<file path="src/sd_spi_command_transaction_assert.svh">
// Assertion macros used by the SD SPI command transaction back end.
`ifndef SD_SPI_COMMAND_TRANSACTION_ASSERT_SVH
`define SD_SPI_COMMAND_TRANSACTION_ASSERT_SVH
`ifndef SYNTHESIS
`define SDSPI_ASSERT(lbl, prop) \
  lbl: assert property (@(posedge clk_i) disable iff (!rst_ni) prop) \
    else $error("%m: assertion failed");
`define SDSPI_ASSERT_NEVER(lbl, expr) \
  lbl: assert property (@(posedge clk_i) disable iff (!rst_ni) !(expr)) \
    else $error("%m: forbidden condition seen");
`else
`define SDSPI_ASSERT(lbl, prop)
`define SDSPI_ASSERT_NEVER(lbl, expr)
`endif
`endif

</file>
<file path="src/sdspi_pkg.sv">
// Types, codes and constants of the SD SPI command transaction block.
`timescale 1ns / 1ps
package sdspi_pkg;

  typedef enum logic [1:0] {
    OpStart     = 2'd0,
    OpExchanged = 2'd1,
    OpRelease   = 2'd2,
    OpNone      = 2'd3
  } op_e;

  typedef enum logic [2:0] {
    PhIdle  = 3'd0,
    PhLead  = 3'd1,
    PhFrame = 3'd2,
    PhSkip  = 3'd3,
    PhPoll  = 3'd4,
    PhRelA  = 3'd5,
    PhRelB  = 3'd6
  } phase_e;

  localparam logic [7:0] IdleByte   = 8'hFF;
  localparam logic [1:0] StartBits  = 2'b01;
  localparam logic [6:0] Crc7Poly   = 7'h09;
  localparam logic       CrcEndBit  = 1'b1;
  localparam logic [5:0] StopCmd    = 6'd12;
  localparam logic [2:0] LastFrame  = 3'd6;
  localparam int         MsgBits    = 40;

  typedef struct packed {
    op_e         op;
    logic [5:0]  cmd;
    logic [31:0] arg;
    logic [6:0]  crc;
    logic [15:0] polls;
    logic [7:0]  rx;
  } item_t;

  typedef struct packed {
    logic       send_valid;
    logic [7:0] send_byte;
    logic       select_low;
    logic       done_res;
    logic [7:0] response;
    logic       timed_out;
  } res_t;

  // CRC7 contribution of a single set message bit; the code is linear with a zero seed.
  function automatic logic [6:0] crc7_col(input int unsigned pos);
    logic [6:0] crc;
    logic       fb;
    crc = '0;
    for (int b = MsgBits - 1; b >= 0; b--) begin
      fb  = (b == int'(pos)) ^ crc[6];
      crc = {crc[5:0], 1'b0};
      if (fb) begin
        crc = crc ^ Crc7Poly;
      end
    end
    return crc;
  endfunction

endpackage

</file>
<file path="src/sdspi_queue.sv">
// Small first-in first-out queue of packed words.
`timescale 1ns / 1ps
module sdspi_queue #(
  parameter int unsigned Width = 8,
  parameter int unsigned Depth = 2
) (
  input  logic             clk_i,
  input  logic             rst_ni,
  input  logic             wr_i,
  input  logic [Width-1:0] wdata_i,
  output logic             full_o,
  input  logic             rd_i,
  output logic [Width-1:0] rdata_o,
  output logic             empty_o
);
  localparam int unsigned PtrW = (Depth > 1) ? $clog2(Depth) : 1;
  localparam int unsigned CntW = $clog2(Depth + 1);

  logic [Width-1:0] mem_q [Depth];
  logic [PtrW-1:0]  wr_ptr_q, wr_ptr_d, rd_ptr_q, rd_ptr_d;
  logic [CntW-1:0]  cnt_q, cnt_d;
  logic             wr_en, rd_en;

  assign full_o  = (cnt_q == CntW'(Depth));
  assign empty_o = (cnt_q == '0);
  assign wr_en   = wr_i & ~full_o;
  assign rd_en   = rd_i & ~empty_o;
  assign rdata_o = mem_q[rd_ptr_q];

  always_comb begin
    wr_ptr_d = wr_ptr_q;
    rd_ptr_d = rd_ptr_q;
    cnt_d    = cnt_q;
    if (wr_en) begin
      wr_ptr_d = (wr_ptr_q == PtrW'(Depth - 1)) ? '0 : wr_ptr_q + 1'b1;
    end
    if (rd_en) begin
      rd_ptr_d = (rd_ptr_q == PtrW'(Depth - 1)) ? '0 : rd_ptr_q + 1'b1;
    end
    unique case ({wr_en, rd_en})
      2'b10:   cnt_d = cnt_q + 1'b1;
      2'b01:   cnt_d = cnt_q - 1'b1;
      default: cnt_d = cnt_q;
    endcase
  end

  always_ff @(posedge clk_i or negedge rst_ni) begin
    if (!rst_ni) begin
      wr_ptr_q <= '0;
      rd_ptr_q <= '0;
      cnt_q    <= '0;
    end else begin
      wr_ptr_q <= wr_ptr_d;
      rd_ptr_q <= rd_ptr_d;
      cnt_q    <= cnt_d;
    end
  end

  always_ff @(posedge clk_i) begin
    if (wr_en) begin
      mem_q[wr_ptr_q] <= wdata_i;
    end
  end
endmodule

</file>
<file path="src/sdspi_front.sv">
// Front end: accepts host words, computes the command CRC7 and forms queue entries.
`timescale 1ns / 1ps
module sdspi_front import sdspi_pkg::*; (
  input  logic        push_i,
  input  logic        full_i,
  input  logic [1:0]  opcode_i,
  input  logic [5:0]  command_index_i,
  input  logic [31:0] command_arg_i,
  input  logic [7:0]  received_byte_i,
  input  logic [15:0] max_tries_i,
  output logic        wr_o,
  output item_t       item_o
);
  logic [MsgBits-1:0] msg;
  logic [6:0]         crc;

  assign msg = {StartBits, command_index_i, command_arg_i};

  always_comb begin
    crc = '0;
    for (int unsigned i = 0; i < MsgBits; i++) begin
      if (msg[i]) begin
        crc = crc ^ crc7_col(i);
      end
    end
  end

  assign wr_o         = push_i & ~full_i;
  assign item_o.op    = op_e'(opcode_i);
  assign item_o.cmd   = command_index_i;
  assign item_o.arg   = command_arg_i;
  assign item_o.crc   = crc;
  assign item_o.polls = max_tries_i;
  assign item_o.rx    = received_byte_i;
endmodule

</file>
<file path="src/sdspi_back.sv">
// Back end: command sequencer that turns each queued word into one result word.
`timescale 1ns / 1ps
module sdspi_back import sdspi_pkg::*; (
  input  logic  clk_i,
  input  logic  rst_ni,
  input  logic  item_valid_i,
  input  item_t item_i,
  input  logic  res_full_i,
  output logic  take_o,
  output logic  res_wr_o,
  output res_t  res_o
);
  `include "sd_spi_command_transaction_assert.svh"

  phase_e      phase_q, phase_d;
  logic [2:0]  pos_q, pos_d;
  logic [6:0]  crc_q, crc_d;
  logic [5:0]  cmd_q, cmd_d;
  logic [31:0] arg_q, arg_d;
  logic [15:0] polls_q, polls_d;
  logic        sel_q, sel_d;
  res_t        res;

  assign take_o   = item_valid_i & ~res_full_i;
  assign res_wr_o = take_o;
  assign res_o    = res;

  always_comb begin
    phase_d = phase_q;
    pos_d   = pos_q;
    crc_d   = crc_q;
    cmd_d   = cmd_q;
    arg_d   = arg_q;
    polls_d = polls_q;
    sel_d   = sel_q;
    res     = '0;
    if (take_o) begin
      unique case (item_i.op)
        OpStart: begin
          cmd_d   = item_i.cmd;
          arg_d   = item_i.arg;
          crc_d   = item_i.crc;
          polls_d = item_i.polls;
          pos_d   = '0;
          phase_d = PhLead;
          res.send_valid = 1'b1;
          res.send_byte  = IdleByte;
        end
        OpRelease: begin
          phase_d = PhRelA;
          res.send_valid = 1'b1;
          res.send_byte  = IdleByte;
        end
        OpNone: begin
        end
        OpExchanged: begin
          unique case (phase_q)
            PhLead: begin
              sel_d   = 1'b1;
              pos_d   = '0;
              phase_d = PhFrame;
              res.send_valid = 1'b1;
              res.send_byte  = IdleByte;
            end
            PhFrame: begin
              res.send_valid = 1'b1;
              if (pos_q < LastFrame) begin
                pos_d = pos_q + 1'b1;
                unique case (pos_d)
                  3'd1:    res.send_byte = {StartBits, cmd_q};
                  3'd2:    res.send_byte = arg_q[31:24];
                  3'd3:    res.send_byte = arg_q[23:16];
                  3'd4:    res.send_byte = arg_q[15:8];
                  3'd5:    res.send_byte = arg_q[7:0];
                  3'd6:    res.send_byte = {crc_q, CrcEndBit};
                  default: res.send_byte = IdleByte;
                endcase
              end else begin
                phase_d = (cmd_q == StopCmd) ? PhSkip : PhPoll;
                res.send_byte = IdleByte;
              end
            end
            PhSkip: begin
              phase_d = PhPoll;
              res.send_valid = 1'b1;
              res.send_byte  = IdleByte;
            end
            PhPoll: begin
              if (item_i.rx != IdleByte) begin
                phase_d      = PhIdle;
                res.done_res = 1'b1;
                res.response = item_i.rx;
              end else if (polls_q == '0) begin
                phase_d       = PhIdle;
                res.done_res  = 1'b1;
                res.response  = IdleByte;
                res.timed_out = 1'b1;
              end else begin
                polls_d = polls_q - 1'b1;
                res.send_valid = 1'b1;
                res.send_byte  = IdleByte;
              end
            end
            PhRelA: begin
              sel_d   = 1'b0;
              phase_d = PhRelB;
              res.send_valid = 1'b1;
              res.send_byte  = IdleByte;
            end
            PhRelB: begin
              phase_d      = PhIdle;
              res.done_res = 1'b1;
            end
            default: begin
              phase_d = PhIdle;
            end
          endcase
        end
        default: begin
        end
      endcase
    end
    res.select_low = sel_d;
  end

  always_ff @(posedge clk_i or negedge rst_ni) begin
    if (!rst_ni) begin
      phase_q <= PhIdle;
      pos_q   <= '0;
      crc_q   <= '0;
      cmd_q   <= '0;
      arg_q   <= '0;
      polls_q <= '0;
      sel_q   <= 1'b0;
    end else begin
      phase_q <= phase_d;
      pos_q   <= pos_d;
      crc_q   <= crc_d;
      cmd_q   <= cmd_d;
      arg_q   <= arg_d;
      polls_q <= polls_d;
      sel_q   <= sel_d;
    end
  end

  `SDSPI_ASSERT(a_frame_pos, (phase_q == PhFrame) |-> (pos_q <= LastFrame))
  `SDSPI_ASSERT(a_select_rise, $rose(sel_q) |-> ($past(phase_q) == PhLead))
  `SDSPI_ASSERT_NEVER(a_done_with_send, res_wr_o && res.done_res && res.send_valid)
  `SDSPI_ASSERT(a_poll_count,
                (phase_q == PhPoll && $past(phase_q) == PhPoll) |-> (polls_q <= $past(polls_q)))
endmodule

</file>
<file path="src/sd_spi_command_transaction.sv">
// Top level of the SD card SPI-mode command transaction engine.
// The host pushes words (opcode, command index, argument, received byte) into
// the push/full queue port: start a command, report a finished byte exchange,
// or release chip select. Each accepted word yields exactly one result word on
// the empty/pop port: the next byte to exchange with its chip-select level,
// or a done flag with the R1 response (0xFF with timed_out on timeout).
// The front computes the CRC7 of the start bits, command index and argument;
// the back sequences the frame and the response polling.
// Each word passes the inner queue and the sequencer into the output queue.
// Throughput: one word per cycle while the output queue has room.
// When the result side stalls, the output queue fills, then the inner queue,
// and full rises; nothing is dropped.
// Reset leaves both queues empty, the sequencer idle with chip select
// deasserted and max_tries at 1000. APB writes with paddr[2] low set max_tries;
// the user writes it only while the block is idle; not enforced by the block.
`timescale 1ns / 1ps
module sd_spi_command_transaction import sdspi_pkg::*; #(
  parameter int unsigned QueueDepth = 2
) (
  input  logic        clk_i,
  input  logic        rst_ni,
  input  logic        push,
  output logic        full,
  input  logic [1:0]  opcode_i,
  input  logic [5:0]  command_index_i,
  input  logic [31:0] command_arg_i,
  input  logic [7:0]  received_byte_i,
  output logic        empty,
  input  logic        pop,
  output logic        send_valid_o,
  output logic [7:0]  send_byte_o,
  output logic        select_low_o,
  output logic        done_res_o,
  output logic [7:0]  response_o,
  output logic        timed_out_o,
  input  logic        psel,
  input  logic        penable,
  input  logic        pwrite,
  input  logic [2:0]  paddr,
  input  logic [31:0] pwdata,
  output logic [31:0] prdata,
  output logic        pready
);
  localparam logic RegMaxTries = 1'b0;

  logic [15:0] max_tries_q;
  logic        item_wr, item_full, item_empty, take, res_wr, res_full;
  item_t       item_in, item_out;
  res_t        res_in, res_out;
  logic        cfg_wr;

  assign pready = 1'b1;
  assign cfg_wr = psel & penable & pwrite & pready & (paddr[2] == RegMaxTries);
  assign prdata = (paddr[2] == RegMaxTries) ? {16'b0, max_tries_q} : '0;

  always_ff @(posedge clk_i or negedge rst_ni) begin
    if (!rst_ni) begin
      max_tries_q <= 16'd1000;
    end else if (cfg_wr) begin
      max_tries_q <= pwdata[15:0];
    end
  end

  sdspi_front u_front (
    .push_i          (push),
    .full_i          (item_full),
    .opcode_i        (opcode_i),
    .command_index_i (command_index_i),
    .command_arg_i   (command_arg_i),
    .received_byte_i (received_byte_i),
    .max_tries_i     (max_tries_q),
    .wr_o            (item_wr),
    .item_o          (item_in)
  );

  assign full = item_full;

  sdspi_queue #(.Width($bits(item_t)), .Depth(QueueDepth)) u_item_q (
    .clk_i   (clk_i),
    .rst_ni  (rst_ni),
    .wr_i    (item_wr),
    .wdata_i (item_in),
    .full_o  (item_full),
    .rd_i    (take),
    .rdata_o (item_out),
    .empty_o (item_empty)
  );

  sdspi_back u_back (
    .clk_i        (clk_i),
    .rst_ni       (rst_ni),
    .item_valid_i (~item_empty),
    .item_i       (item_out),
    .res_full_i   (res_full),
    .take_o       (take),
    .res_wr_o     (res_wr),
    .res_o        (res_in)
  );

  sdspi_queue #(.Width($bits(res_t)), .Depth(QueueDepth)) u_res_q (
    .clk_i   (clk_i),
    .rst_ni  (rst_ni),
    .wr_i    (res_wr),
    .wdata_i (res_in),
    .full_o  (res_full),
    .rd_i    (pop),
    .rdata_o (res_out),
    .empty_o (empty)
  );

  assign send_valid_o = res_out.send_valid;
  assign send_byte_o  = res_out.send_byte;
  assign select_low_o = res_out.select_low;
  assign done_res_o   = res_out.done_res;
  assign response_o   = res_out.response;
  assign timed_out_o  = res_out.timed_out;
endmodule
</file>
<file path="config.mk">
export PLATFORM = sky130hd
export DESIGN_NAME = sd_spi_command_transaction
export DESIGN_NICKNAME = d
export VERILOG_FILES = /design/src/sdspi_pkg.sv /design/src/sdspi_queue.sv /design/src/sdspi_front.sv /design/src/sdspi_back.sv /design/src/sd_spi_command_transaction.sv
export VERILOG_INCLUDE_DIRS = /design/src /design/src/src
export SDC_FILE = /design/constraint.sdc
export NUM_CORES = 1
export LEC_CHECK = 0
export BUFFER_PORTS_ARGS = -buffer_cell sky130_fd_sc_hd__buf_2
export CORE_ASPECT_RATIO = 0.9
export CORE_UTILIZATION = 59
export DETAILED_ROUTE_END_ITERATION = 8
export GPL_TIMING_DRIVEN = 0
export HOLD_SLACK_MARGIN = 0.1
export PLACE_DENSITY = 0.8
export SYNTH_ARGS = -nofsm -noshare
export SYNTH_HDL_FRONTEND = slang
export SYNTH_HIERARCHICAL = 1
export SYNTH_SLANG_ARGS = --single-unit
</file>
<file path="constraint.sdc">
create_clock -name clk_i -period 5.2 [get_ports clk_i]
set_clock_uncertainty 0.1 [all_clocks]
set_input_delay 0.26 -clock clk_i [delete_from_list [all_inputs] [get_ports clk_i]]
set_output_delay 0.26 -clock clk_i [all_outputs]
set_load 0.02 [all_outputs]
</file>
======== After elaboration in Yosys (flattened, before gate mapping) ========
Memories as Yosys holds them, arrays and structs flattened.
Cells that the tools add are included.
word-level totals
  output and inout port bits .............. 55
  register bits ........................... 92
  input bits .............................. 90
  memories ................................ 2
  word-level logic and storage cells ...... 2347
  bits in writable memories ............... 182
operators by class
  magnitude comparators ................... 1
  multiplexer cells ....................... 1522
  add/subtract/negate cells ............... 10
  eq/ne operators ......................... 29
  reductions and logical operators ........ 14
  bitwise gates (word level) .............. 755
memory list
  memory          words  width  read ports  clocked after memory_dff  wr ports  line               RTL
  u_item_q.mem_q  2      71     1           0                         1         sdspi_queue.sv:19  logic [Width-1:0] mem_q [Depth];
  u_res_q.mem_q   2      20     1           0                         1         sdspi_queue.sv:19
operators by type and width
  cell                                                                    number
  7-bit 2-to-1 mux                                                        777
  4-bit 2-to-1 mux                                                        704
  2-bit NOT                                                               703
  7-bit XOR                                                               37
  16-bit 2-to-1 mux                                                       4
  8-bit case mux with 6 select lines                                      1
  9-bit 2-to-1 mux                                                        5
  16-bit case mux with 2 select lines                                     1
  10-bit 2-to-1 mux                                                       3
  9-bit case mux with 3 select lines                                      1
  3-bit equality test (second input constant)                             6
  9-bit case mux with 2 select lines                                      1
  16-bit logical NOT                                                      1
  16-bit by 1-bit subtractor with 16-bit output (second input constant)   1
  3-bit 2-to-1 mux                                                        5
  3-bit case mux with 5 select lines                                      1
  3-bit by 2-bit equality test with 1-bit output (second input constant)  4
  3-bit case mux with 2 select lines                                      2
  1-bit 2-to-1 mux                                                        11
  2-bit equality test (second input constant)                             5
  1-bit bitwise AND                                                       9
  3-bit case mux with 3 select lines                                      1
  8-bit 2-to-1 mux                                                        1
  8-bit != test (second input constant)                                   1
  other kinds (25)                                                        46

======== Depth between registers and ports, before layout ========
Gate-level depths: netlist of run 1.
  depth after elaboration ................. 115
  depth in mapped cells ................... 12
  depth with buffers taken out ............ 9

======== Cells and area by module ========
Netlist of run 1, hierarchy kept.
modules (own cells, without submodules)
  module                      cells an instance  times used  area each (µm²)  seq. area each (µm²)
  sdspi_queue (u_item_q)      239                1           5670.4           4364.2
  sdspi_back                  364                1           3871.2           1701.6
  sdspi_queue (u_res_q)       80                 1           1637.8           1301.2
  sdspi_front                 129                1           1181.1           0.0
  sd_spi_command_transaction  71                 1           910.9            407.9

======== Worst setup path after synthesis of run 1 ========
Ideal clock, no wire load.
  path type ............................... reg2reg
  from .................................... register u_item_q.cnt_q[0]
  to ...................................... memory u_item_q/mem_q[0][0] (netlist name), enable pin
  library setup time ...................... 0.500 ns
  path buffers ............................ 0
  path slack .............................. 0.736 ns
  arrival ................................. 3.863 ns
  period minus slack after synthesis ...... 4.464 ns
  cell stages (with the launch flop) ...... 6
  required time ........................... 4.600 ns
  path through ............................ dfrtp_1 -> nand2b_1 -> inv_1 -> nor2b_1 -> nand2_1 -> nor2_1
between the ends
  longest elaborated chain between the ends .. 6
ends and longest elaborated chain
  item                                    line                              RTL
  start: declaration                      sdspi_queue.sv:21                 logic [CntW-1:0] cnt_q, cnt_d;
  start signal: assignment                sdspi_queue.sv:55                 cnt_q <= cnt_d;
  2-bit equality test                     sdspi_queue.sv:24                 assign full_o = (cnt_q == CntW'(Depth));
  named net full                          sd_spi_command_transaction.sv:23  output logic full,
  1-bit NOT                               sdspi_front.sv:28                 assign wr_o = push_i & ~full_i;
  1-bit bitwise AND                       sdspi_front.sv:28
  named net item_wr                       sd_spi_command_transaction.sv:47  logic item_wr, item_full, item_empty, take, res_wr, res_full;
  1-bit bitwise AND                       sdspi_queue.sv:26                 assign wr_en = wr_i & ~full_o;
  1-bit 2-to-1 mux                        sdspi_queue.sv:60                 if (wr_en) begin
  1-bit 2-to-1 mux (not written as such)  sdspi_queue.sv:61                 mem_q[wr_ptr_q] <= wdata_i;
  end: declaration                        sdspi_queue.sv:19
The timed path passes the listed nets, and every way through them passes these cells.

==> results of run 1 <==
## metrics by stage
step	total power [mW]	hold slack, ps	setup WS, ps	area [µm²]
after detailed placement	7.15	168	1970	14300
after global routing	9.63	180	1800	16000
after global placement	6.98	346	-1260	14200
after CTS	9.21	139	1930	16000
after floorplan	6.20	-136	736	13300
final	9.22	135	1900	16000
## worst min path at each step
stage	startpoint	to	slack, ps	cells past startpoint
final	push	u_item_q/wr_ptr_q	140	4
after global routing	push	u_item_q/wr_ptr_q	180	4
after CTS	push	u_item_q/wr_ptr_q	140	4
after detailed placement	rst_ni	u_back/arg_q[2]	170	1
after global placement	received_byte_i[6]	u_item_q/mem_q[0][6]	350	1
after floorplan	rst_ni	max_tries_q[0]	-140	0
## final cells by class
type / instances / area [µm²]
Sequential cell: 274 / 7770
Fill cell: 1343 / 5850
Inverter: 19 / 71.3
Tap cell: 291 / 364
Clock inverter: 15 / 131
Clock buffer: 37 / 796
Multi-Input combinational cell: 490 / 4610
Buffer: 115 / 886
Antenna cell: 1 / 2.50
Timing Repair Buffer: 176 / 1330
## cell usage in the layout, fill, tap and decap left out, types with 10 or more instances in the layout
cell,n
inv_1,18
nor2_1,23
xnor2_1,51
a21oi_1,12
edfxtp_1,182
mux2_4,79
nor2b_1,14
buf_4,86
mux2_2,79
nand2_1,27
ha_1,14
clkbuf_16,29
conb_1,17
dfrtp_1,86
xor2_1,14
and2_1,10
dlygate4sd3_1,72
a222oi_1,10
a31oi_1,14
clkbuf_1,14
buf_2,102
## worst reg2reg max path, delay by kind of cell (launching register included)
| kind | cells | cell delay [ps] |
|---|---|---|
| compound gates | 3 | 860 |
| buf+inv | 3 | 530 |
| fa+ha+maj | 1 | 150 |
| simple gates | 2 | 830 |
| flops | 1 | 340 |
| mux | 1 | 360 |
## power breakdown
part	internal (mW)	switching (mW)
clock	1.17	0.819
sequential	3.27	0.379
combinational	1.74	1.84
total	6.18	3.04
## registers in the layout, summed over array words and instances, names as in the netlist
register and flops:
u_res_q/rd_ptr_q 1, u_back/arg_q 32, u_item_q/rd_ptr_q 1, u_back/phase_q 3
u_back/pos_q 3, u_res_q/cnt_q 2, u_item_q/mem_q 142, u_back/polls_q 16
u_back/sel_q 1, u_back/crc_q 7, u_res_q/wr_ptr_q 1, u_back/cmd_q 6
u_item_q/cnt_q 2, u_item_q/wr_ptr_q 1, u_res_q/mem_q 40, max_tries_q 16
## cell families after synthesis
kind of cell | count (synthesis) | share of synthesized area (%)
DFF | 274 | 58.6
and+or+nand+nor | 135 | 5.99
adders and majority gates | 14 | 1.32
muxes | 164 | 16.1
other | 2 | 0.0566
buffers and inverters | 134 | 7.21
xor gates and xnor gates | 75 | 5.96
AOI/OAI and AO/OA | 85 | 4.78
## repair_timing
item,CTS,global route
hold endpoints to repair,199,0
hold buffers,72,0
gates resized for setup,0,0
## per-layer routing
| metal | share of wire [%] | global-route usage [%] | wire [µm] |
|---|---|---|---|
| met1 | 43 | 33.8 | 12200 |
| met2 | 49 | 42.6 | 13900 |
| met3 | 6.1 | 3.07 | 1750 |
| met4 | 2.6 | 7.67 | 733 |
| met5 | 0 | 0 | 0 |
==> metrics.md, run 1 <==
| Metric | Value |
|---|---|
| #FFs+latches synth | `274` |
| GR Util All Layers | `between 20% and 30%` |
| Fmax | `303 MHz` |
| Core Util, Final | `73.2%` |
| Clock Sinks | `~270` |
| Critical path required time | `between 5000 and 6000 ps` |
| Critical path peak fanout | `10` |
| Root buf cell | `clkbuf_16` |
| Aggregate routed wire length | `28.6 mm` |
| CTS tree | `yes` |
| Sequential cell area fraction in the yosys report | `about three fifths` |
| Setup TNS Final | `0 ps` |
| Placeable Area | `roughly 22,000 µm²` |
| Initial Util | `about 61%` |
| RSZ-0062 raised after global routing | `no` |
| Crit path to | `u_back/polls_q[8]` |
| Synth cell types | `a little under 80` |
| Area delta synth->final | `20.3%` |
| Final setup fails | `0` |
| DRC errors left | `0` |
| Cells after DPL | `between 1,000 and 1,500` |
| Final max-slew violation count | `0` |
| Lkg Pwr | `6.61 nW` |
| Initial antenna violation count | `1` |
| Worst-path cell chain | `buf_6 > buf_12 > mux2_4 > inv_1 > ha_1 > and4bb_2 > nor4b_4 > a21boi_1 > a21o_1 > a221o_1` |
| Post-synthesis cell area | `around 13,000 µm²` |
| Gpl congestion | `roughly 0.87` |
| Final-stage net count | `1,208` |
| Origin of the critical flop-to-flop path | `u_item_q/rd_ptr_q` |
| Max-cap violations | `0` |
| Largest net degree at the start of global routing | `60` |
| Maximum vdd ir drop | `approximately 0.34 mV` |
| Crit path capture type | `flop` |
| Top Family by Delay on Critical Path | `compound AO/OA/AOI/OAI gates` |
| Hold/Removal Path Class | `input pin to flop` |
| Worst reg2reg endpoint | `u_back/polls_q[8]` |
| YS warnings | `6` |
| Pwr dens | `approximately 580 nW/µm²` |
| Setup crit start | `u_item_q/rd_ptr_q` |
| H-Tree Depth | `1` |
| DRT antenna net count | `0` |
| CP bufs+invs | `3` |
| Critical Path Start Type | `flop` |
| Hold Fails Final Rpt | `0` |
| Synth top area share | `41.2%` |
| Worst-Skew Late Latency | `between 500 and 600 ps` |
| Synth cell count leaders | `182 x edfxtp_1, 86 x dfrtp_1, 85 x buf_4` |
| R2r setup slk | `1900 ps` |
| HPWL Detailed | `~19 mm` |
| Levels on crit path | `10` |
| Max_slew headroom | `37.8%` |
| Post-CTS Setup Inserts | `0` |
| Top_reg_cell synth | `edfxtp_1` |
| Remaining Overflow, GRT | `0` |
| Worst EP arrival | `3610 ps` |
| Num rows | `51` |
| Vias in the first global route | `7,956` |
| Vias | `about 8,000` |
| DIE AREA | `roughly 23,000 µm²` |
| DR WL/cell | `about 20 µm` |
| Clock-pin slew on the worst setup and hold paths | `approximately 60 ps` |
| Die Y-Extent | `about 140 µm` |
| Num CTS Buffers | `28` |
| Via density | `5.58` |
| Post-synth top area cell | `edfxtp_1` |
| Most frequent cell after synthesis | `edfxtp_1` |
| Period Utilization, post-route | `63.5%` |
| I/O Pins | `145` |
| Outcome | `finished, final reports clean` |
| Path depth of the worst reg2reg path | `10` |
| Worst-margin pin slew | `934 ps` |
| Layout cells sized above 1 | `38.4%` |
| Fin crit period | `3300 ps` |
| Setup Crit Path Kind | `flop to flop` |
| Top post-synthesis cells by area | `edfxtp_1 41%, dfrtp_1 16%, mux2_4 8.9%, mux2_2 6.7%, buf_4 4.8%` |
| Slowest cell delay on critical path | `approximately 560 ps` |
| Number of flops mapped to enable cells by yosys | `around 180` |
| DRT iter0 DRCs | `577` |
| Number of iterations in the first detailed-routing pass | `7` |
| # port buffers | `99` |
| Fin cells | `approximately 1,400` |
| Async set-reset flop share out of synthesis | `about a third` |
| Slowest-stage cell, CP | `nor4b_4` |
| Syn Inst Count | `between 800 and 900` |
| Die W | `about 160 µm` |
| Syn_area_per_cell | `around 15 µm²` |
| First-pass GRT wire length | `~44 mm` |
| Longest Clk Path Bufs | `3` |
No activity file was read; power rests on OpenSTA's default activity.
==> run 2: changes to the inputs <==
--- a/config.mk
+++ b/config.mk
@@ -6,13 +6,14 @@
 export SDC_FILE = /design/constraint.sdc
 export NUM_CORES = 1
 export LEC_CHECK = 0
+export ABC_AREA = 1
 export BUFFER_PORTS_ARGS = -buffer_cell sky130_fd_sc_hd__buf_2
 export CORE_ASPECT_RATIO = 0.9
-export CORE_UTILIZATION = 59
+export CORE_UTILIZATION = 60
 export DETAILED_ROUTE_END_ITERATION = 8
 export GPL_TIMING_DRIVEN = 0
 export HOLD_SLACK_MARGIN = 0.1
-export PLACE_DENSITY = 0.8
+export PLACE_DENSITY = 0.81
 export SYNTH_ARGS = -nofsm -noshare
 export SYNTH_HDL_FRONTEND = slang
 export SYNTH_HIERARCHICAL = 1
==> constraint.sdc (replaced) <==
create_clock -name clk_i -period 3.36 [get_ports clk_i]
set_clock_uncertainty 0.1 [all_clocks]
set_input_delay 0.168 -clock clk_i [delete_from_list [all_inputs] [get_ports clk_i]]
set_output_delay 0.168 -clock clk_i [all_outputs]
set_load 0.02 [all_outputs]
==> run 2 against run 1 <==
Sequential power up 53%. Global-route usage up 2.4 points. Worst setup slack got worse by 1200 ps. Critical path type unchanged.
==> metrics.md, run 2 <==
| Metric | Value |
|---|---|
| Synth cell types | `~50` |
| Initial antenna violation count | `0` |
| Pwr dens | `835 nW/µm²` |
| Hold Path Depth | `6` |
| Largest registers | `u_item_q/mem_q x142, u_res_q/mem_q x40, u_back/arg_q x32` |
| Outcome | `finished, final reports clean` |
| Lkg Pwr | `approximately 8.8 nW` |
| Slowest-stage cell, CP | `dfrtp_1` |
| Hold/Removal Path Class | `input pin to flop` |
| Top post-synthesis cells by area | `edfxtp_1 35%, nand2_1 16%, dfrtp_1 14%, nand2_4 5.3%, buf_4 4.6%` |
| Post-synth top area cell | `edfxtp_1` |
| H-Tree Depth | `1` |
| Area delta synth->final | `18.3%` |
| DRT iter0 DRCs | `948` |
| Ant. Diodes | `0` |
| Top_reg_cell synth | `edfxtp_1` |
| Die W | `between 150 and 200 µm` |
| Worst-path cell chain | `buf_6 > inv_12 > buf_12 > nand2_4 > nand2_2 > inv_1 > ha_1 > nor2_1 > nand2_1 > inv_1 > nand2_1 > nor2_1 > nand2_1 > nor2_1 > nor2_2` |
| Most common cell after layout, fill and taps aside | `nand2_1` |
| Crit path capture type | `flop` |
| HPWL Detailed | `24.7 mm` |
| Hold Fails Final Rpt | `0` |
| DRC errors left | `0` |
| Placeable Area | `~25,000 µm²` |
| Syn Inst Count | `about 1,700` |
| Worst-margin pin slew | `about 900 ps` |
| Largest net degree at the start of global routing | `70` |
| # port buffers | `85` |
| Sequential cell area fraction in the yosys report | `between 50% and 60%` |
| Critical path required time | `roughly 3500 ps` |
| Clock share of power | `19.4%` |
| Fin cells | `2,306` |
| Synth cell count leaders | `652 x nand2_1, 182 x edfxtp_1, 128 x inv_1` |
| Post-synthesis cell area | `around 15,000 µm²` |
| Internal power | `about 9 mW` |
| First-pass GRT wire length | `56.0 mm` |
| Worst EP arrival | `roughly 2900 ps` |
| Layout cells sized above 1 | `approximately a quarter` |
| Slowest cell delay on critical path | `370 ps` |
| Num rows | `between 50 and 60` |
| Root buf cell | `clkbuf_16` |
| Most frequent cells in the layout | `652 x nand2_1, 182 x edfxtp_1, 127 x inv_1` |
| Worst-Skew Late Latency | `530 ps` |
| CTS tree | `yes` |
| Final setup fails | `0` |
| Cells after DPL | `roughly 2,200` |
| Path depth of the worst reg2reg path | `15` |
| Async set-reset flop share out of synthesis | `33.6%` |
| Clock Sinks | `between 200 and 300` |
| YS warnings | `6` |
| Comb power frac | `a little over two fifths` |
| Post_cts resized | `0` |
| Syn_area_per_cell | `8.98 µm²` |
| Fmax | `about 370 MHz` |
| DRT antenna net count | `0` |
| Max-cap violations | `0` |
| Most frequent cell after synthesis | `nand2_1` |
| Setup Crit Path Kind | `flop to flop` |
| I/O Pins | `~150` |
| Number of flops mapped to enable cells by yosys | `~180` |
| DR WL/cell | `15.4 µm` |
| Die Y-Extent | `roughly 150 µm` |
| Longest Clk Path Bufs | `3` |
| Critical path peak fanout | `10` |
| Final-stage net count | `between 2,000 and 2,500` |
| Period Utilization, post-route | `between 70% and 80%` |
| Remaining Overflow, GRT | `0` |
| Fin crit period | `between 2000 and 3000 ps` |
| #FFs+latches synth | `274` |
| Critical Path Start Type | `flop` |
| Initial Util | `approximately three fifths` |
| Max_slew headroom | `~40%` |
| Number of iterations in the first detailed-routing pass | `5` |
| RSZ-0062 raised after global routing | `no` |
| Gpl congestion | `roughly 0.9` |
| Sw Pwr | `about 6.2 mW` |
| Aggregate routed wire length | `around 35 mm` |
| GR Util All Layers | `between 20% and 30%` |
| Final max-slew violation count | `0` |
| Num CTS Buffers | `28` |
| Max reg flops | `142` |
| Vias in the first global route | `11,161` |
| Maximum vdd ir drop | `0.566 mV` |
| Sequential power share | `around 37%` |
| Switching Fraction | `between 40% and 50%` |
| DIE AREA | `26,300 µm²` |
| Pre-CTS setup slack | `between 700 and 800 ps` |
| Final worst slack | `about 680 ps` |
| Largest Register | `u_item_q/mem_q` |
| Via density | `approximately 5` |
| Synth top area share | `35.5%` |
| Vias | `approximately 12,000` |
| Clock-pin slew on the worst setup and hold paths | `~60 ps` |
-- run 2: changes by cell type after synthesis, moves of 24 or more --
cell	previous run	this run
o21ai_0	4	28
nand2_4	0	73
nand3_1	8	74
nor2_1	25	93
mux2_4	79	0
inv_1	18	128
nand2_2	0	80
mux2_2	79	1
nand2_1	27	652
-- run 2: final timing paths --
| kind | from | end | slack (ps) |
|---|---|---|---|
| min reg2reg | max_tries_q[8] | max_tries_q[8] | 380 |
| max | u_item_q/rd_ptr_q | u_res_q/mem_q[0][12] | 680 |
| max reg2reg | u_item_q/rd_ptr_q | u_res_q/mem_q[0][12] | 680 |
| min in group asynchronous | rst_ni | max_tries_q[8] | 150 |
| min | paddr[2] | max_tries_q[6] | 130 |
| max in group asynchronous | rst_ni | max_tries_q[1] | 1680 |
-- run 2: layout make-up --
class,instances,area (µm²)
buffer,137,1110
clock buffer,36,762
clock inverter,16,124
fill,1774,6950
inverter,149,574
multi-input combinational,1172,6020
sequential,274,7770
tap,342,428
timing repair buffer,180,1440
-- run 2: through the flow --
step / util (%) / setup TNS (ps) / hold WS, ps / cell area [µm²] / power, mW
2_1_floorplan: - / 0 / -228 / 15500 / 10.4
3_3_place_gp: 64.8 / -87390 / 254 / 16300 / 11.8
3_5_place_dp: 65.3 / 0 / 12.0 / 16400 / 12.1
4_1_cts: 72.4 / 0 / 102 / 18200 / 15.2
5_1_grt: 72.4 / 0 / 169 / 18200 / 16.2
6_report: 72.4 / 0 / 132 / 18200 / 15.2
-- run 2: worst max-delay path: cells and delay by family, from the launching register on --
kind	cells	cell delay (ps)
fa+ha+maj	1	210
buf+inv	5	790
flops	1	370
simple gates	9	950
-- run 2: cell families after synthesis --
logic type      after synthesis  synth area share, %
compound gates               44                 1.68
xor+xnor                     57                 3.24
fa+ha+maj                    14                 1.14
buf+inv                     286                 10.9
flops                       274                 50.4
mux                           3                0.203
other cells                   2               0.0487
simple gates               1037                 32.3
-- run 2: power by group through the flow --
stage          Sequential [mW]  Clock (mW)  Combinational, mW
2_1_floorplan             5.51           0               4.87
3_3_place_gp              5.63           0               6.20
3_5_place_dp              5.62           0               6.49
4_1_cts                   5.57        3.01               6.66
5_1_grt                   5.68        3.13               7.38
6_report                  5.58        2.95               6.70
-- run 2: per-layer routing --
metal  vias to the layer above  GRT usage (%)  share of wire (%)
li1                       5751              -                  -
met1                      5508           37.3                 43
met2                       413           45.7                 48
met3                        69           3.73                6.6
met4                         0           8.04                2.6
met5                         -              0                  0
-- run 2: what timing repair did --
item	in CTS	in global routing
hold buffers	90	0
endpoints found under the hold margin	207	0
setup buffers	0	0
==> run 3: changes to the inputs <==
--- a/config.mk
+++ b/config.mk
@@ -9,11 +9,11 @@
 export ABC_AREA = 1
 export BUFFER_PORTS_ARGS = -buffer_cell sky130_fd_sc_hd__buf_2
 export CORE_ASPECT_RATIO = 0.9
-export CORE_UTILIZATION = 60
+export CORE_UTILIZATION = 54
 export DETAILED_ROUTE_END_ITERATION = 8
 export GPL_TIMING_DRIVEN = 0
 export HOLD_SLACK_MARGIN = 0.1
-export PLACE_DENSITY = 0.81
+export PLACE_DENSITY = 0.77
 export SYNTH_ARGS = -nofsm -noshare
 export SYNTH_HDL_FRONTEND = slang
 export SYNTH_HIERARCHICAL = 1
==> constraint.sdc (replaced) <==
create_clock -name clk_i -period 2.45 [get_ports clk_i]
set_clock_uncertainty 0.1 [all_clocks]
set_input_delay 0.1225 -clock clk_i [delete_from_list [all_inputs] [get_ports clk_i]]
set_output_delay 0.1225 -clock clk_i [all_outputs]
set_load 0.02 [all_outputs]
==> run 3 against run 2 <==
Sequential share of layout area shrank 1.0 points. Flip-flop and latch count did not move. Cell count is 1.9% higher. Utilization shrank 5.7 points. Maximum frequency rose by 12%. Final area is 2.5% higher. Combinational power is 44% higher. First-iteration DRC count fell by 8.3%. Via count shrank 0.27%. Routed wire length up 1.9%. Non-clock buffer count increased by 24. Global-route usage shrank 2.6 points. Highest routed layer unchanged.
==> metrics.md, run 3 (same netlist as run 2, synthesis figures left out) <==
| Metric | Value |
|---|---|
| Hold Fails Final Rpt | `0` |
| Placeable Area | `roughly 28,000 µm²` |
| Crit path capture type | `flop` |
| Critical Path Start Type | `flop` |
| Hold/Removal Path Class | `input pin to asynchronous set/reset pin` |
| Vias in the first global route | `11,288` |
| Pre-CTS setup slack | `-185 ps` |
| Aggregate routed wire length | `around 36 mm` |
| First-pass GRT wire length | `between 50 and 60 mm` |
| Worst-Skew Late Latency | `approximately 530 ps` |
| Initial antenna violation count | `0` |
| H-Tree Depth | `1` |
| Setup Crit Path Kind | `flop to flop` |
| DR WL/cell | `~15 µm` |
| Largest Register | `u_item_q/mem_q` |
| Met3 Resource Use GR | `2.74%` |
| Largest net degree at the start of global routing | `63` |
| DIE AREA | `29,200 µm²` |
| Pwr dens | `1160 nW/µm²` |
| Clock-pin slew on the worst setup and hold paths | `60 ps` |
| Maximum vdd ir drop | `between 0.6 and 0.7 mV` |
| Max_slew headroom | `47.4%` |
| Initial Util | `55.0%` |
| Gpl congestion | `about 0.9` |
| Period Utilization, post-route | `between 90% and 100%` |
| I/O Pins | `approximately 150` |
| Critical path required time | `roughly 2600 ps` |
| Via density | `4.98` |
| Num CTS Buffers | `28` |
| Layout cells sized above 1 | `between 20% and 30%` |
| Fmax | `approximately 420 MHz` |
| Fin cells | `approximately 2,300` |
| CTS tree | `yes` |
| DRT antenna net count | `0` |
| Die Y-Extent | `about 160 µm` |
| GR Util All Layers | `roughly a quarter` |
| Cells after DPL | `around 2,200` |
| Final worst slack | `~64 ps` |
| Top Usage Layer GRT | `met2` |
| Core Util, Final | `between 60% and 70%` |
| Area delta synth->final | `21.3%` |
| Outcome | `finished, final reports clean` |
| Vias | `around 12,000` |
| Root buf cell | `clkbuf_16` |
| Max reg flops | `142` |
| Number of iterations in the first detailed-routing pass | `5` |
| Max-cap violations | `0` |
| DRC errors left | `0` |
| Remaining Overflow, GRT | `0` |
| Num rows | `58` |
| Routing usage on met1 | `between 30% and 40%` |
| Final-stage net count | `roughly 2,100` |
| Final max-slew violation count | `0` |
| Most frequent cells in the layout | `650 x nand2_1, 182 x edfxtp_1, 126 x inv_1` |
| Final setup fails | `0` |
| Global Route met2 Usage | `a little over two fifths` |
| Worst EP arrival | `approximately 2600 ps` |
| Ant. Diodes | `0` |
| Clock Sinks | `around 270` |
| Worst-margin pin slew | `between 700 and 800 ps` |
| Largest registers | `u_item_q/mem_q x142, u_res_q/mem_q x40, u_back/arg_q x32` |
| # port buffers | `between 80 and 90` |
| Fin crit period | `2390 ps` |
| Longest Clk Path Bufs | `3` |
| Lkg Pwr | `between 9 and 10 nW` |
| Die W | `about 180 µm` |
| HPWL Detailed | `25.0 mm` |
| Most common cell after layout, fill and taps aside | `nand2_1` |
| Critical path peak fanout | `41` |
| DRT iter0 DRCs | `a little under 900` |
run 3: critical path, cell delays in order, from the launching register on:
cell        delay, ps
dfrtp_2           450
nor2_4            140
nor2_1             80
nand3_1           300
clkinvlp_4        600
buf_12            400
run 3: final timing paths:
path	startpoint	end	slack [ps]	depth (start not counted)
worst min-delay path	rst_ni	max_tries_q[5]	140	2
max in group asynchronous	rst_ni	u_item_q/cnt_q[0]	1740	3
worst max-delay path	u_item_q/cnt_q[0]	u_item_q/mem_q[0][26]	60	5
worst max register to register	u_item_q/cnt_q[0]	u_item_q/mem_q[0][26]	60	5
min in group clk_i	command_arg_i[16]	u_item_q/mem_q[0][24]	170	7
worst min register to register	u_back/arg_q[23]	u_back/arg_q[23]	380	2
run 3: what timing repair did:
item	4_1_cts	5_1_grt
pin swaps	0	6
gates cloned	0	1
hold buffers	100	0
setup endpoints to repair	67	141
resized for setup	15	18
hold endpoints to repair	212	0
setup buffers	7	8
run 3: metrics by stage:
stage / hold slack [ps] / TNS [ps] / total power, mW / area (µm²)
2_1_floorplan: -273 / 0 / 14.2 / 15500
3_3_place_gp: 208 / -100500 / 16.3 / 16400
3_5_place_dp: 14.3 / -2930 / 16.7 / 16500
4_1_cts: 119 / 0 / 21.5 / 18600
5_1_grt: 154 / -11.0 / 23.0 / 18700
6_report: 137 / 0 / 21.7 / 18700
run 3: power breakdown:
group | switching (mW) | internal (mW) | total (mW)
clock network | 1.70 | 2.69 | 4.39
registers | 0.809 | 6.84 | 7.65
logic | 6.15 | 3.47 | 9.62
total | 8.66 | 13.0 | 21.7
run 3: routing by layer:
| metal | vias up | share of wire [%] |
|---|---|---|
| met2 | 328 | 48 |
| met5 | - | 0 |
| met1 | 5550 | 45 |
| met4 | 0 | 2.2 |
| met3 | 47 | 4.8 |
| li1 | 5784 | - |
run 3: final cells by class:
| class | instances | area [µm²] |
|---|---|---|
| Buffer | 136 | 1160 |
| Clock buffer | 43 | 850 |
| Clock inverter | 9 | 120 |
| Fill cell | 2213 | 9320 |
| Inverter | 149 | 582 |
| Multi-Input combinational cell | 1172 | 6090 |
| Sequential cell | 274 | 7780 |
| Tap cell | 360 | 450 |
| Timing Repair Buffer | 205 | 1650 |
| Timing Repair inverter | 1 | 7.51 |
